### src/hw/rtl/htg_pkg.sv
// ----------------------------------------------------------------------------
// htg_pkg
// Types and fixed widths shared by the hit time grouping block.
// ----------------------------------------------------------------------------
package htg_pkg;

   localparam int TIME_W      = 32;
   localparam int WIN_W       = 31;
   localparam int GROUP_W     = 6;
   localparam int OUT_IDX_W   = 5;
   localparam int MAX_RESULTS = 32;

   localparam logic [WIN_W-1:0] WINDOW_RESET = 31'd100;

   // per-hit bookkeeping held beside the time store
   typedef struct packed {
      logic               good;
      logic               grouped;
      logic [GROUP_W-1:0] group;
   } hit_info_type;

   // running outcome of a group search
   typedef struct packed {
      logic               found;
      logic [GROUP_W-1:0] group;
   } match_type;

endpackage

### src/hw/rtl/htg_ram.sv
// ----------------------------------------------------------------------------
// htg_ram
// Generic single write port, single read port RAM with registered read data.
// ----------------------------------------------------------------------------
module htg_ram #(
   parameter int WIDTH = 8,
   parameter int DEPTH = 32
) (
   input  logic                                        clock,
   input  logic                                        wr_en,
   input  logic [((DEPTH > 1) ? $clog2(DEPTH) : 1)-1:0] wr_addr,
   input  logic [WIDTH-1:0]                            wr_data,
   input  logic                                        rd_en,
   input  logic [((DEPTH > 1) ? $clog2(DEPTH) : 1)-1:0] rd_addr,
   output logic [WIDTH-1:0]                            rd_data
);

   logic [WIDTH-1:0] mem [DEPTH];
   logic [WIDTH-1:0] rd_data_ff;

   always_ff @(posedge clock) begin
      if (wr_en) begin
         mem[wr_addr] <= wr_data;
      end
      // hold the last read when not enabled
      if (rd_en) begin
         rd_data_ff <= mem[rd_addr];
      end
   end

   assign rd_data = rd_data_ff;

endmodule

### src/hw/rtl/htg_match.sv
// ----------------------------------------------------------------------------
// htg_match
// Shared time window compare with a running minimum of matching group numbers.
// ----------------------------------------------------------------------------
module htg_match (
   input  logic                                clock,
   input  logic                                reset,
   input  logic                                clear,
   input  logic                                valid,
   input  htg_pkg::hit_info_type               cand,
   input  logic signed [htg_pkg::TIME_W-1:0]   time_a,
   input  logic signed [htg_pkg::TIME_W-1:0]   time_b,
   input  logic [htg_pkg::WIN_W-1:0]           window,
   output htg_pkg::match_type                  result
);
   import htg_pkg::*;

   localparam int DIFF_W = TIME_W + 2;

   logic signed [DIFF_W-1:0] a_ext;
   logic signed [DIFF_W-1:0] b_ext;
   logic signed [DIFF_W-1:0] w_ext;
   logic signed [DIFF_W-1:0] d_ab;
   logic signed [DIFF_W-1:0] d_ba;
   logic                     close;
   logic                     take;
   match_type                result_ff;
   match_type                result_in;

   assign a_ext = {{2{time_a[TIME_W-1]}}, time_a};
   assign b_ext = {{2{time_b[TIME_W-1]}}, time_b};
   assign w_ext = $signed({{(DIFF_W-WIN_W){1'b0}}, window});

   // |a - b| < w  <=>  a - b - w < 0 and b - a - w < 0
   assign d_ab  = a_ext - b_ext - w_ext;
   assign d_ba  = b_ext - a_ext - w_ext;
   assign close = d_ab[DIFF_W-1] && d_ba[DIFF_W-1];

   assign take = valid && cand.grouped && close &&
                 (!result_ff.found || (cand.group < result_ff.group));

   always_comb begin
      result_in = result_ff;
      if (clear) begin
         result_in.found = 1'b0;
         result_in.group = '0;
      end else if (take) begin
         result_in.found = 1'b1;
         result_in.group = cand.group;
      end
   end

   always_ff @(posedge clock) begin
      if (reset) begin
         result_ff <= '0;
      end else begin
         result_ff <= result_in;
      end
   end

   assign result = result_ff;

endmodule

### src/hw/rtl/hit_time_grouping.sv
// ----------------------------------------------------------------------------
// hit_time_grouping
// A stored bad hit or a dropped hit that does not end the frame is taken and
// busy stays low. A good hit at position i holds busy while it is compared with
// the earlier hits, one compare per cycle on the shared unit.
// Frame end: a pass reads back every stored hit and compares each bad hit with
// all stored hits, then gives one result per cycle; no stall.
// Synchronous reset clears counters and state; the stores are not cleared.
// ----------------------------------------------------------------------------
module hit_time_grouping #(
   parameter int MAX_HITS = 32
) (
   input  logic                                clock,
   input  logic                                reset,
   input  logic                                start,
   output logic                                busy,
   input  logic signed [htg_pkg::TIME_W-1:0]   req_hit_time,
   input  logic                                req_good_baseline,
   input  logic                                req_frame_end,
   input  logic                                csr_wr_en,
   input  logic [htg_pkg::WIN_W-1:0]           csr_wr_data,
   output logic                                rsp_valid,
   output logic [htg_pkg::OUT_IDX_W-1:0]       rsp_hit_index,
   output logic [htg_pkg::OUT_IDX_W-1:0]       rsp_group_number,
   output logic                                rsp_grouped,
   output logic                                rsp_overflow,
   output logic                                rsp_last_result
);
   import htg_pkg::*;

   localparam int IDX_W  = (MAX_HITS > 1) ? $clog2(MAX_HITS) : 1;
   localparam int CNT_W  = $clog2(MAX_HITS + 1);
   localparam int INFO_W = $bits(hit_info_type);
   localparam int N_LIM  = (MAX_HITS < MAX_RESULTS) ? MAX_HITS : MAX_RESULTS;

   typedef enum logic [2:0] {
      S_IDLE,
      S_SCAN,
      S_BAD_RD,
      S_BAD_CHK,
      S_OUT,
      S_DRAIN
   } state_type;

   state_type                 state_ff, state_in;
   logic [CNT_W-1:0]          hit_count_ff, hit_count_in;
   logic [CNT_W-1:0]          group_count_ff, group_count_in;
   logic                      overflow_ff, overflow_in;
   logic [WIN_W-1:0]          window_ff, window_in;
   logic signed [TIME_W-1:0]  cur_time_ff, cur_time_in;
   logic [IDX_W-1:0]          cur_idx_ff, cur_idx_in;
   logic                      end_ff, end_in;
   logic                      bad_mode_ff, bad_mode_in;
   logic [CNT_W-1:0]          issue_ff, issue_in;
   logic [CNT_W-1:0]          limit_ff, limit_in;
   logic [CNT_W-1:0]          bad_idx_ff, bad_idx_in;
   logic                      pipe_valid_ff, pipe_valid_in;
   logic                      out_valid_ff, out_valid_in;
   logic [IDX_W-1:0]          out_idx_ff, out_idx_in;
   logic                      out_last_ff, out_last_in;

   logic                      accept;
   logic [CNT_W-1:0]          n_results;
   logic                      match_clear;
   match_type                 match;

   logic                      time_wr_en;
   logic                      info_wr_en;
   logic [IDX_W-1:0]          info_wr_addr;
   hit_info_type              info_wr_data;
   logic                      rd_en;
   logic [IDX_W-1:0]          rd_addr;
   logic signed [TIME_W-1:0]  time_rdata;
   logic [INFO_W-1:0]         info_rdata_raw;
   hit_info_type              info_rdata;

   assign busy      = (state_ff != S_IDLE);
   assign accept    = start && !busy;
   assign n_results = (hit_count_ff > CNT_W'(N_LIM)) ? CNT_W'(N_LIM) : hit_count_ff;
   assign info_rdata = hit_info_type'(info_rdata_raw);

   htg_ram #(
      .WIDTH (TIME_W),
      .DEPTH (MAX_HITS)
   ) u_time_ram (
      .clock   (clock),
      .wr_en   (time_wr_en),
      .wr_addr (hit_count_ff[IDX_W-1:0]),
      .wr_data (req_hit_time),
      .rd_en   (rd_en),
      .rd_addr (rd_addr),
      .rd_data (time_rdata)
   );

   htg_ram #(
      .WIDTH (INFO_W),
      .DEPTH (MAX_HITS)
   ) u_info_ram (
      .clock   (clock),
      .wr_en   (info_wr_en),
      .wr_addr (info_wr_addr),
      .wr_data (info_wr_data),
      .rd_en   (rd_en),
      .rd_addr (rd_addr),
      .rd_data (info_rdata_raw)
   );

   htg_match u_match (
      .clock  (clock),
      .reset  (reset),
      .clear  (match_clear),
      .valid  (pipe_valid_ff),
      .cand   (info_rdata),
      .time_a (cur_time_ff),
      .time_b (time_rdata),
      .window (window_ff),
      .result (match)
   );

   always_comb begin
      state_in       = state_ff;
      hit_count_in   = hit_count_ff;
      group_count_in = group_count_ff;
      overflow_in    = overflow_ff;
      window_in      = window_ff;
      cur_time_in    = cur_time_ff;
      cur_idx_in     = cur_idx_ff;
      end_in         = end_ff;
      bad_mode_in    = bad_mode_ff;
      issue_in       = issue_ff;
      limit_in       = limit_ff;
      bad_idx_in     = bad_idx_ff;
      pipe_valid_in  = 1'b0;
      out_valid_in   = 1'b0;
      out_idx_in     = out_idx_ff;
      out_last_in    = out_last_ff;
      match_clear    = 1'b0;
      time_wr_en     = 1'b0;
      info_wr_en     = 1'b0;
      info_wr_addr   = hit_count_ff[IDX_W-1:0];
      info_wr_data   = '0;
      rd_en          = 1'b0;
      rd_addr        = issue_ff[IDX_W-1:0];

      if (csr_wr_en) begin
         window_in = csr_wr_data;
      end

      case (state_ff)
         S_IDLE: begin
            if (accept) begin
               end_in = req_frame_end;
               if (hit_count_ff < CNT_W'(MAX_HITS)) begin
                  time_wr_en           = 1'b1;
                  info_wr_en           = 1'b1;
                  info_wr_data.good    = req_good_baseline;
                  hit_count_in         = hit_count_ff + 1'b1;
                  cur_idx_in           = hit_count_ff[IDX_W-1:0];
                  cur_time_in          = req_hit_time;
                  if (req_good_baseline) begin
                     // search earlier hits only
                     limit_in    = hit_count_ff;
                     issue_in    = '0;
                     bad_mode_in = 1'b0;
                     match_clear = 1'b1;
                     state_in    = S_SCAN;
                  end else if (req_frame_end) begin
                     bad_idx_in = '0;
                     state_in   = S_BAD_RD;
                  end
               end else begin
                  overflow_in = 1'b1;
                  if (req_frame_end) begin
                     bad_idx_in = '0;
                     state_in   = S_BAD_RD;
                  end
               end
            end
         end

         S_SCAN: begin
            if (issue_ff < limit_ff) begin
               rd_en         = 1'b1;
               issue_in      = issue_ff + 1'b1;
               pipe_valid_in = 1'b1;
            end else if (!pipe_valid_ff) begin
               info_wr_en           = 1'b1;
               info_wr_data.grouped = 1'b1;
               info_wr_data.group   = match.group;
               if (bad_mode_ff) begin
                  // leave an unmatched bad hit as stored
                  info_wr_en   = match.found;
                  info_wr_addr = bad_idx_ff[IDX_W-1:0];
                  bad_idx_in   = bad_idx_ff + 1'b1;
                  state_in     = S_BAD_RD;
               end else begin
                  info_wr_addr      = cur_idx_ff;
                  info_wr_data.good = 1'b1;
                  if (!match.found) begin
                     info_wr_data.group = GROUP_W'(group_count_ff);
                     group_count_in     = group_count_ff + 1'b1;
                  end
                  if (end_ff) begin
                     bad_idx_in = '0;
                     state_in   = S_BAD_RD;
                  end else begin
                     state_in = S_IDLE;
                  end
               end
            end
         end

         S_BAD_RD: begin
            if (bad_idx_ff < hit_count_ff) begin
               rd_en    = 1'b1;
               rd_addr  = bad_idx_ff[IDX_W-1:0];
               state_in = S_BAD_CHK;
            end else begin
               issue_in = '0;
               state_in = S_OUT;
            end
         end

         S_BAD_CHK: begin
            if (info_rdata.good) begin
               bad_idx_in = bad_idx_ff + 1'b1;
               state_in   = S_BAD_RD;
            end else begin
               // the hit itself is ungrouped, so the scan skips it
               cur_time_in = time_rdata;
               limit_in    = hit_count_ff;
               issue_in    = '0;
               bad_mode_in = 1'b1;
               match_clear = 1'b1;
               state_in    = S_SCAN;
            end
         end

         S_OUT: begin
            if (issue_ff < n_results) begin
               rd_en        = 1'b1;
               issue_in     = issue_ff + 1'b1;
               out_valid_in = 1'b1;
               out_idx_in   = issue_ff[IDX_W-1:0];
               out_last_in  = ((issue_ff + 1'b1) == n_results);
               if ((issue_ff + 1'b1) == n_results) begin
                  state_in = S_DRAIN;
               end
            end else begin
               state_in = S_DRAIN;
            end
         end

         S_DRAIN: begin
            // last transaction is on the result ports in this cycle
            hit_count_in   = '0;
            group_count_in = '0;
            overflow_in    = 1'b0;
            state_in       = S_IDLE;
         end

         default: begin
            state_in = S_IDLE;
         end
      endcase
   end

   always_ff @(posedge clock) begin
      cur_time_ff <= cur_time_in;
      cur_idx_ff  <= cur_idx_in;
      end_ff      <= end_in;
      bad_mode_ff <= bad_mode_in;
      issue_ff    <= issue_in;
      limit_ff    <= limit_in;
      bad_idx_ff  <= bad_idx_in;
      out_idx_ff  <= out_idx_in;
      out_last_ff <= out_last_in;
      if (reset) begin
         state_ff       <= S_IDLE;
         hit_count_ff   <= '0;
         group_count_ff <= '0;
         overflow_ff    <= 1'b0;
         window_ff      <= WINDOW_RESET;
         pipe_valid_ff  <= 1'b0;
         out_valid_ff   <= 1'b0;
      end else begin
         state_ff       <= state_in;
         hit_count_ff   <= hit_count_in;
         group_count_ff <= group_count_in;
         overflow_ff    <= overflow_in;
         window_ff      <= window_in;
         pipe_valid_ff  <= pipe_valid_in;
         out_valid_ff   <= out_valid_in;
      end
   end

   assign rsp_valid        = out_valid_ff;
   assign rsp_hit_index    = OUT_IDX_W'(out_idx_ff);
   assign rsp_grouped      = info_rdata.grouped;
   assign rsp_group_number = info_rdata.grouped ? info_rdata.group[OUT_IDX_W-1:0] : '0;
   assign rsp_overflow     = overflow_ff;
   assign rsp_last_result  = out_last_ff;

`ifndef SYNTHESIS
   a_strobe_while_busy: assert property (@(posedge clock) disable iff (reset)
      rsp_valid |-> busy)
      else $error("result strobe outside a busy frame");

   a_last_ends_frame: assert property (@(posedge clock) disable iff (reset)
      (rsp_valid && rsp_last_result) |=> (!rsp_valid && !busy && hit_count_ff == '0))
      else $error("frame not closed after final result");

   a_hit_count_bound: assert property (@(posedge clock) disable iff (reset)
      hit_count_ff <= CNT_W'(MAX_HITS))
      else $error("hit count beyond capacity");

   a_groups_bound: assert property (@(posedge clock) disable iff (reset)
      group_count_ff <= hit_count_ff)
      else $error("more groups than stored hits");
`endif

endmodule

### config.mk
export PLATFORM = sky130hd
export DESIGN_NAME = hit_time_grouping
export DESIGN_NICKNAME = d
export VERILOG_FILES = /design/src/hw/rtl/htg_pkg.sv /design/src/hw/rtl/htg_ram.sv /design/src/hw/rtl/htg_match.sv /design/src/hw/rtl/hit_time_grouping.sv
export SDC_FILE = /design/constraint.sdc
export NUM_CORES = 2
export LEC_CHECK = 0
export CELL_PAD_IN_SITES_DETAIL_PLACEMENT = 0
export CELL_PAD_IN_SITES_GLOBAL_PLACEMENT = 2
export CORE_ASPECT_RATIO = 0.8
export CORE_MARGIN = 2
export CORE_UTILIZATION = 40
export CTS_BUF_LIST = sky130_fd_sc_hd__clkbuf_16
export DETAILED_ROUTE_END_ITERATION = 6
export DONT_BUFFER_PORTS = 1
export PLACE_DENSITY = 0.7
export SYNTH_ARGS = -nofsm -noshare
export SYNTH_HDL_FRONTEND = slang
export SYNTH_SLANG_ARGS = --single-unit
### constraint.sdc
create_clock -name clock -period 6.6 [get_ports clock]
set_input_delay 1.32 -clock clock [delete_from_list [all_inputs] [get_ports clock]]
set_output_delay 1.32 -clock clock [all_outputs]
set_load 0.02 [all_outputs]
* Word level (Yosys, flattened, before mapping)
Memory sizes are Yosys's and may differ from the RTL's. A register that Yosys moved wholly into a read port is not among the register bits.
Index checks and enable logic that the tools add are counted.
** Word-level totals
- Register bits after elaboration :: 119
- Bits in writable memories :: 1280
- Input port bits :: 69
- Output and inout bits :: 15
- Logic and storage cells :: 180
- Memories kept :: 2
** Operators by class
- $add $sub $neg :: 8
- Order comparisons :: 6
- Equality and inequality tests :: 22
- Muxes and demuxes :: 93
- Bitwise operators :: 2
- Reductions and logical operators :: 29
** Memory list
- u_time_ram.mem :: words 32, width 32, rd ports 1, clocked after Yosys merged registers in 1, write ports 1, RTL line htg_ram.sv:18 : logic [WIDTH-1:0] mem [DEPTH];
- u_info_ram.mem :: words 32, width 8, rd ports 1, clocked after Yosys merged registers in 1, write ports 1, RTL line htg_ram.sv:18
** Operators with widths (number)
- 6-bit two-way mux :: 29
- 32-bit two-way mux :: 3
- 34-bit by 32-bit subtractor with 34-bit output :: 2
- 32-bit by 32-bit subtractor with 33-bit output :: 2
- 32-bit one-hot mux with 2 select lines :: 1
- 6-bit one-hot mux with 2 select lines :: 3
- 5-bit two-way mux :: 7
- 3-bit two-way mux :: 10
- 6-bit one-hot mux with 5 select lines :: 1
- 1-bit two-way mux :: 26
- 6-bit by 1-bit adder with 6-bit output, second input constant :: 4
- 6-bit less-than comparator :: 4
- 2-bit inequality test, second input constant :: 12
- 6-bit one-hot mux with 3 select lines :: 1
- 8-bit two-way mux :: 2
- 3-bit one-hot mux with 5 select lines :: 1
- 1-bit one-hot mux with 2 select lines :: 5
- 5-bit AND reduction :: 2
- 3-bit inequality test, second input constant :: 3
- 3-bit AND reduction :: 3
- 4-bit AND reduction :: 2
- 8-bit AND reduction :: 1
- 7-bit two-way mux :: 1
- 7-bit AND reduction :: 1
- other kinds (19) :: 34

* Longest topological paths before layout
- Depth after elaboration :: 7
- Depth in mapped cells :: 24
- Depth with buffers taken out :: 23

* By module
Synthesis repeated with hierarchy kept, for this count alone.
** Unflattened totals
- Cell total of the unflattened synthesis :: 3553
- Area total of the unflattened synthesis :: 59799.9 µm²
** By module, submodules not included
- htg_ram (u_time_ram) :: times used 1, cells an instance 2260, area an instance 40812.9 µm², seq. area each 31710.4 µm²
- htg_ram (u_info_ram) :: times used 1, cells an instance 417, area an instance 10133.5 µm², seq. area each 7927.6 µm²
- hit_time_grouping :: times used 1, cells an instance 481, area an instance 5385.2 µm², seq. area each 2872.8 µm²
- htg_match :: times used 1, cells an instance 395, area an instance 3468.3 µm², seq. area each 140.1 µm²

* Worst setup path before layout
Ideal clock, no wire load.
- Path kind :: reg2reg
- From :: register issue_ff[1]
- To :: register u_info_ram.rd_data_ff[0] (netlist: u_info_ram.rd_data[0]) (read register of u_info_ram.mem) (enable)
- Setup time :: 0.493 ns
- Data arrival time :: 4.705 ns
- Data required time :: 6.107 ns
- Setup slack :: 1.403 ns
- Cell stages (with the launch flop) :: 9
- Buffers on the path :: 0
- Period minus slack after synthesis :: 5.197 ns
- Cells stage by stage :: edfxtp_1 > ha_1 > a21o_1 > a21o_1 > a21o_1 > a21o_1 > a21oi_1 > a21oi_1 > o21ai_0
** Between the ends
- Word-level cells in the longest chain between the ends :: 3
- Elaborated cells on any way between the ends :: 7
- Classes of those cells :: order compare: 2; mux: 5
** RTL lines
- from (decl) :: RTL line hit_time_grouping.sv:54 : logic [CNT_W-1:0] issue_ff, issue_in;
- from (signal assigned) :: RTL line hit_time_grouping.sv:273 : issue_ff <= issue_in;
- 6-bit less-than comparator (on tied branches) :: RTL line hit_time_grouping.sv:240, hit_time_grouping.sv:182
- 1-bit two-way mux (on tied branches) :: RTL line hit_time_grouping.sv:240, hit_time_grouping.sv:182
- 1-bit one-hot mux with 3 select lines * :: RTL line hit_time_grouping.sv:149 : case (state_ff)
- named net rd_en :: RTL line hit_time_grouping.sv:71 : logic rd_en;
- to (decl) :: RTL line htg_ram.sv:19 : logic [WIDTH-1:0] rd_data_ff;
Mark *: on every way through the listed nets, which the timed path passes. The rest lies on a longest branch.
A chain may end at the register's enable or synchronous reset.

* Worst setup path in the final report
- From :: register hit_count_ff[4]
- To :: register u_time_ram.rd_data_ff[20] (netlist: u_time_ram.rd_data[20]) (read register of u_time_ram.mem), data pin
** Between the ends
- Word-level cells in the longest chain between the ends :: 5
- Elaborated cells on any way between the ends :: 9
- Classes of those cells :: order compare: 3; mux: 6
** RTL lines
- from (decl) :: RTL line hit_time_grouping.sv:46 : logic [CNT_W-1:0] hit_count_ff, hit_count_in;
- from (signal assigned) :: RTL line hit_time_grouping.sv:288 : hit_count_ff <= hit_count_in;
- 6-bit greater-than comparator :: RTL line hit_time_grouping.sv:79 : assign n_results = (hit_count_ff > CNT_W'(N_LIM)) ? CNT_W'(N_LIM) : hit_count_ff;
- 6-bit two-way mux :: RTL line hit_time_grouping.sv:79
- 6-bit less-than comparator :: RTL line hit_time_grouping.sv:240 : if (issue_ff < n_results) begin
- 1-bit two-way mux :: RTL line hit_time_grouping.sv:240
- 1-bit one-hot mux with 3 select lines :: RTL line hit_time_grouping.sv:149
- to (decl) :: RTL line htg_ram.sv:19
Several ways; a longest one is shown, not always the timed one.

==> impl_metrics.yaml <==
drt:
  wirelength_mm: 194
  dr_total_vias: 38343
  dr.first_iter.drc_count: 4961
  drtPass1Iterations: 6
  drcViolationCount: 0
  vias_per_cell: 5.77
  wire_per_inst_um: 29.2
  ant_nets: 0
worst_setup_path:
  reg2reg_setup_slack_ns: 0.78
  cp_data_arrival_time_ns: 6.26
  startpoint_type: "flip-flop"
  path_max_fanout: 54
  cp_common_cell: "buf_4"
  cpLargestDelayFamily: "compound AO/OA/AOI/OAI gates"
  cp.required_ns: 7.04
  r2r_start: "hit_count_ff[4]"
  r2r-end: "u_time_ram.rd_data[20]"
  crit_chain: "inv_1 -> ha_1 -> a21o_1 -> a21oi_1 -> o2111ai_4 -> mux2_8 -> buf_4 -> buf_4 -> mux2i_1 -> a32oi_1 -> nand4_1 -> a2111oi_2"
  endpoint_kind: "flip-flop"
  crit_buf_inv: 3
  path_class: "flip-flop to flip-flop"
  slowest_delay_ns: 0.99
  crit_slowest_cell: "a2111oi_2"
  r2r_cells: 12
clocking:
  cts_hold_buf: 0
  cts_resized: 0
  cts_tree: "yes"
  post_cts_buffers: 0
  numCtsBuffers: 150
  clkSinkCount: 1439
  h-tree-depth: 4
  insertion_delay_ns: 0.80
  clockRootBuffer: "clkbuf_16"
  clkSlewWorstSetupHoldPaths_ns: 0.07
  cts_buffer_depth: 3
global_route:
  antenna_found_initial: 14
  grt_max_degree: 66
  grt_pass1_wl_mm: 273
  gr-usage-all-layers_pct: 24.7
  grt_pass1_vias: 36116
  grt.overflow.total: 0
timing:
  slew_violations: 0
  max_freq_mhz: 172
  layout_setup_ws_ns: 0.778
  min_period_over_period_pct: 88.2
  rsz0062_at_grt: "false"
  finalSetupViolations: 0
  worstMarginPinSlew_ns: 1.22
  hold_viol_final: 0
  maxSlewHeadroom_pct: 18.4
  tns_ns: 0
  period_needed_ns: 5.82
  fin_skew_ns: 0.0299
power_and_ir_drop:
  p_sw_mw: 9.39
  leakage_nw: 23.9
  power_frac_comb_pct: 29.6
  switching_share_pct: 34.7
  vdd_drop_max_v: 0.000218
  clkPwrFrac_pct: 30.6
  p_seq_share_pct: 39.7
  power.density_nw_per_um2: 392
  intPower_mw: 17.7
layout:
  fillCellCount: 13485
  finalNetCount: 4729
  areaGrowthSynthToFinish_pct: 13.1
  drive_above_1_share_pct: 10.1
floorplan:
  fp.coreArea_um2: 152000
  die_w_um: 441
  ios: 84
  die_h_um: 354
  fp.dieArea_um2: 156000
  rows: 128
  start_util_pct: 40.2
placement:
  io_buffers: 0
  pre_cts_ws_ns: 0.803
  globalplace.congestion: 0.878
  dp_hpwl_mm: 124
status:
  status: "finished clean"
worst_hold_path:
  hold_path.class: "flip-flop to flip-flop"
  hp-start: "u_match.result[4]"
  min_path_cells: 2
  min_to: "u_match.result[4]"
synthesis:
  syn_avg_cell_area_um2: 13.8
  synthDistinctLibCells: 75
  synthArstFlopShare_pct: 0
  yosys_most_used_dff: "edfxtp_1"
  netlist_area_um2: 61200
  synth-edff-count: 1383
  syn_inst: 4441
  synth_nets: 4664
  seq_area_frac_synth_pct: 69.7
  ys_seq_elements: 1439
  yosysWarnings: 0
flow_run:
  max-cap-violations: 0
==> worst min-delay path, cell delays in order, from the launching register on <==
cell,delay [ns]
dfxtp_1,0.33
nand2_1,0.06
mux2i_1,0.05
==> worst max-delay path by stage <==
stage,from,endpoint,slack [ns],cells after the start
after floorplan,issue_ff[1],u_info_ram.rd_data[0],1.40,8
after global placement,hit_count_ff[4],u_time_ram.rd_data[20],0.77,12
after detailed placement,hit_count_ff[4],u_time_ram.rd_data[20],0.80,12
after CTS,hit_count_ff[4],u_time_ram.rd_data[20],0.83,12
after global routing,hit_count_ff[4],u_time_ram.rd_data[20],0.56,12
final,hit_count_ff[4],u_time_ram.rd_data[20],0.78,12
==> layer usage <==
metal	global-route usage [%]	part of all wire, %	vias up
met5	0	0.010	-
met4	6.46	2.5	2
met3	7.14	10	265
met2	34.5	42	1646
met1	37.3	46	19489
li1	-	-	16941
==> through the flow <==
stage                     total power, mW  instance area, um^2  std cells  util [%]  hold WS [ns]
after global routing                 28.3                69100       6647      45.5         0.510
after floorplan                      15.7                61200       4441         -         0.424
after detailed placement             18.9                64300       6369      42.3         0.481
after global placement               18.9                64300       6369      42.3         0.475
after CTS                            27.2                69100       6646      45.5         0.489
final                                27.1                69100       6649      45.5         0.490
==> layout by cell type (no fill, tap or decap), types with 10 or more instances in the layout <==
master     synthesis  final
a21o_1            38     37
a21oi_1          150    144
a31oi_1           25     24
a32oi_1          232    232
and2_1            14     10
buf_12             0     15
buf_4             16    130
bufinv_16          0     10
clkbuf_16          0    153
clkinv_1           1     29
clkinv_2           0     14
dfxtp_1           56     56
edfxtp_1        1383   1383
ha_1             152    152
inv_1            149    196
mux2i_1          269    268
mux4_2            35     35
nand2_1          819    818
nand2b_1          16     16
nand3_1          127    127
nand4_1           93     93
nor2_1           236    195
nor2_4             0     42
nor3_1            68     68
o211ai_1          11     11
o21a_1            10     10
o21ai_0          102     99
o21bai_1          22     22
o22ai_1           14     14
xnor2_1           50     50
xor2_1            20     20
==> flip-flops by register name, indices dropped and copies added, names as in the netlist, 5 cells and up <==
signal	count
limit_ff	6
u_match.result	7
rsp_hit_index	5
cur_time_ff	32
cur_idx_ff	5
issue_ff	6
group_count_ff	6
u_info_ram.mem	256
u_time_ram.mem	1024
hit_count_ff	6
window_ff	31
bad_idx_ff	6
u_time_ram.rd_data	32
u_info_ram.rd_data	8
==> Yosys cell counts, drive strengths merged (3+ instances only) <==
cell / count / area share (%)
a2111oi: 9 / 0.18
a211oi: 9 / 0.11
a21boi: 4 / 0.049
a21o: 38 / 0.47
a21oi: 151 / 1.3
a31oi: 26 / 0.29
a32oi: 232 / 3.3
and2: 14 / 0.14
and3: 8 / 0.082
buf: 106 / 0.93
clkbuf: 126 / 0.77
dfxtp: 56 / 1.8
edfxtp: 1383 / 68
ha: 152 / 3.1
inv: 150 / 0.92
mux2: 7 / 0.13
mux2i: 270 / 4.4
mux4: 35 / 1.3
nand2: 819 / 5.0
nand2b: 17 / 0.19
nand3: 127 / 1.0
nand4: 93 / 0.95
nor2: 237 / 1.5
nor2b: 8 / 0.082
nor3: 68 / 0.56
nor3b: 3 / 0.037
nor4: 5 / 0.051
o2111ai: 7 / 0.13
o211ai: 11 / 0.14
o21a: 10 / 0.12
o21ai: 104 / 0.85
o21bai: 22 / 0.27
o221ai: 4 / 0.057
o22ai: 14 / 0.14
o31ai: 6 / 0.074
or3: 7 / 0.072
xnor2: 50 / 0.72
xor2: 20 / 0.29
==> cell families after synthesis <==
| kind of cell | after synthesis | share of synthesized area [%] |
|---|---|---|
| flops | 1439 | 69.7 |
| simple gates | 1418 | 9.84 |
| compound gates | 665 | 7.75 |
| buf+inv | 383 | 2.63 |
| mux | 312 | 5.86 |
| fa+ha+maj | 154 | 3.18 |
| xor+xnor | 70 | 1.00 |
==> power by group through the flow <==
stage / Clock (mW) / Combinational [mW] / Sequential [mW]
floorplan: 0 / 4.92 / 10.8
global placement: 0 / 7.98 / 11.0
global route: 8.80 / 8.71 / 10.8
finish: 8.30 / 8.03 / 10.8
CTS: 8.44 / 7.98 / 10.8
detailed placement: 0 / 7.96 / 11.0
==> layout make-up <==
class	count	area [um^2]	share of cell area (%)
diodes	3	7.51	0.0109
clock buffers	153	3830	5.54
clock inverters	124	970	1.40
inverters	151	567	0.820
multi-input cells	2619	17300	25.1
flip-flops and latches	1439	42700	61.7
well taps	2015	2520	3.65
repair buffers	145	1280	1.85
(Power assumes the default switching activity.)
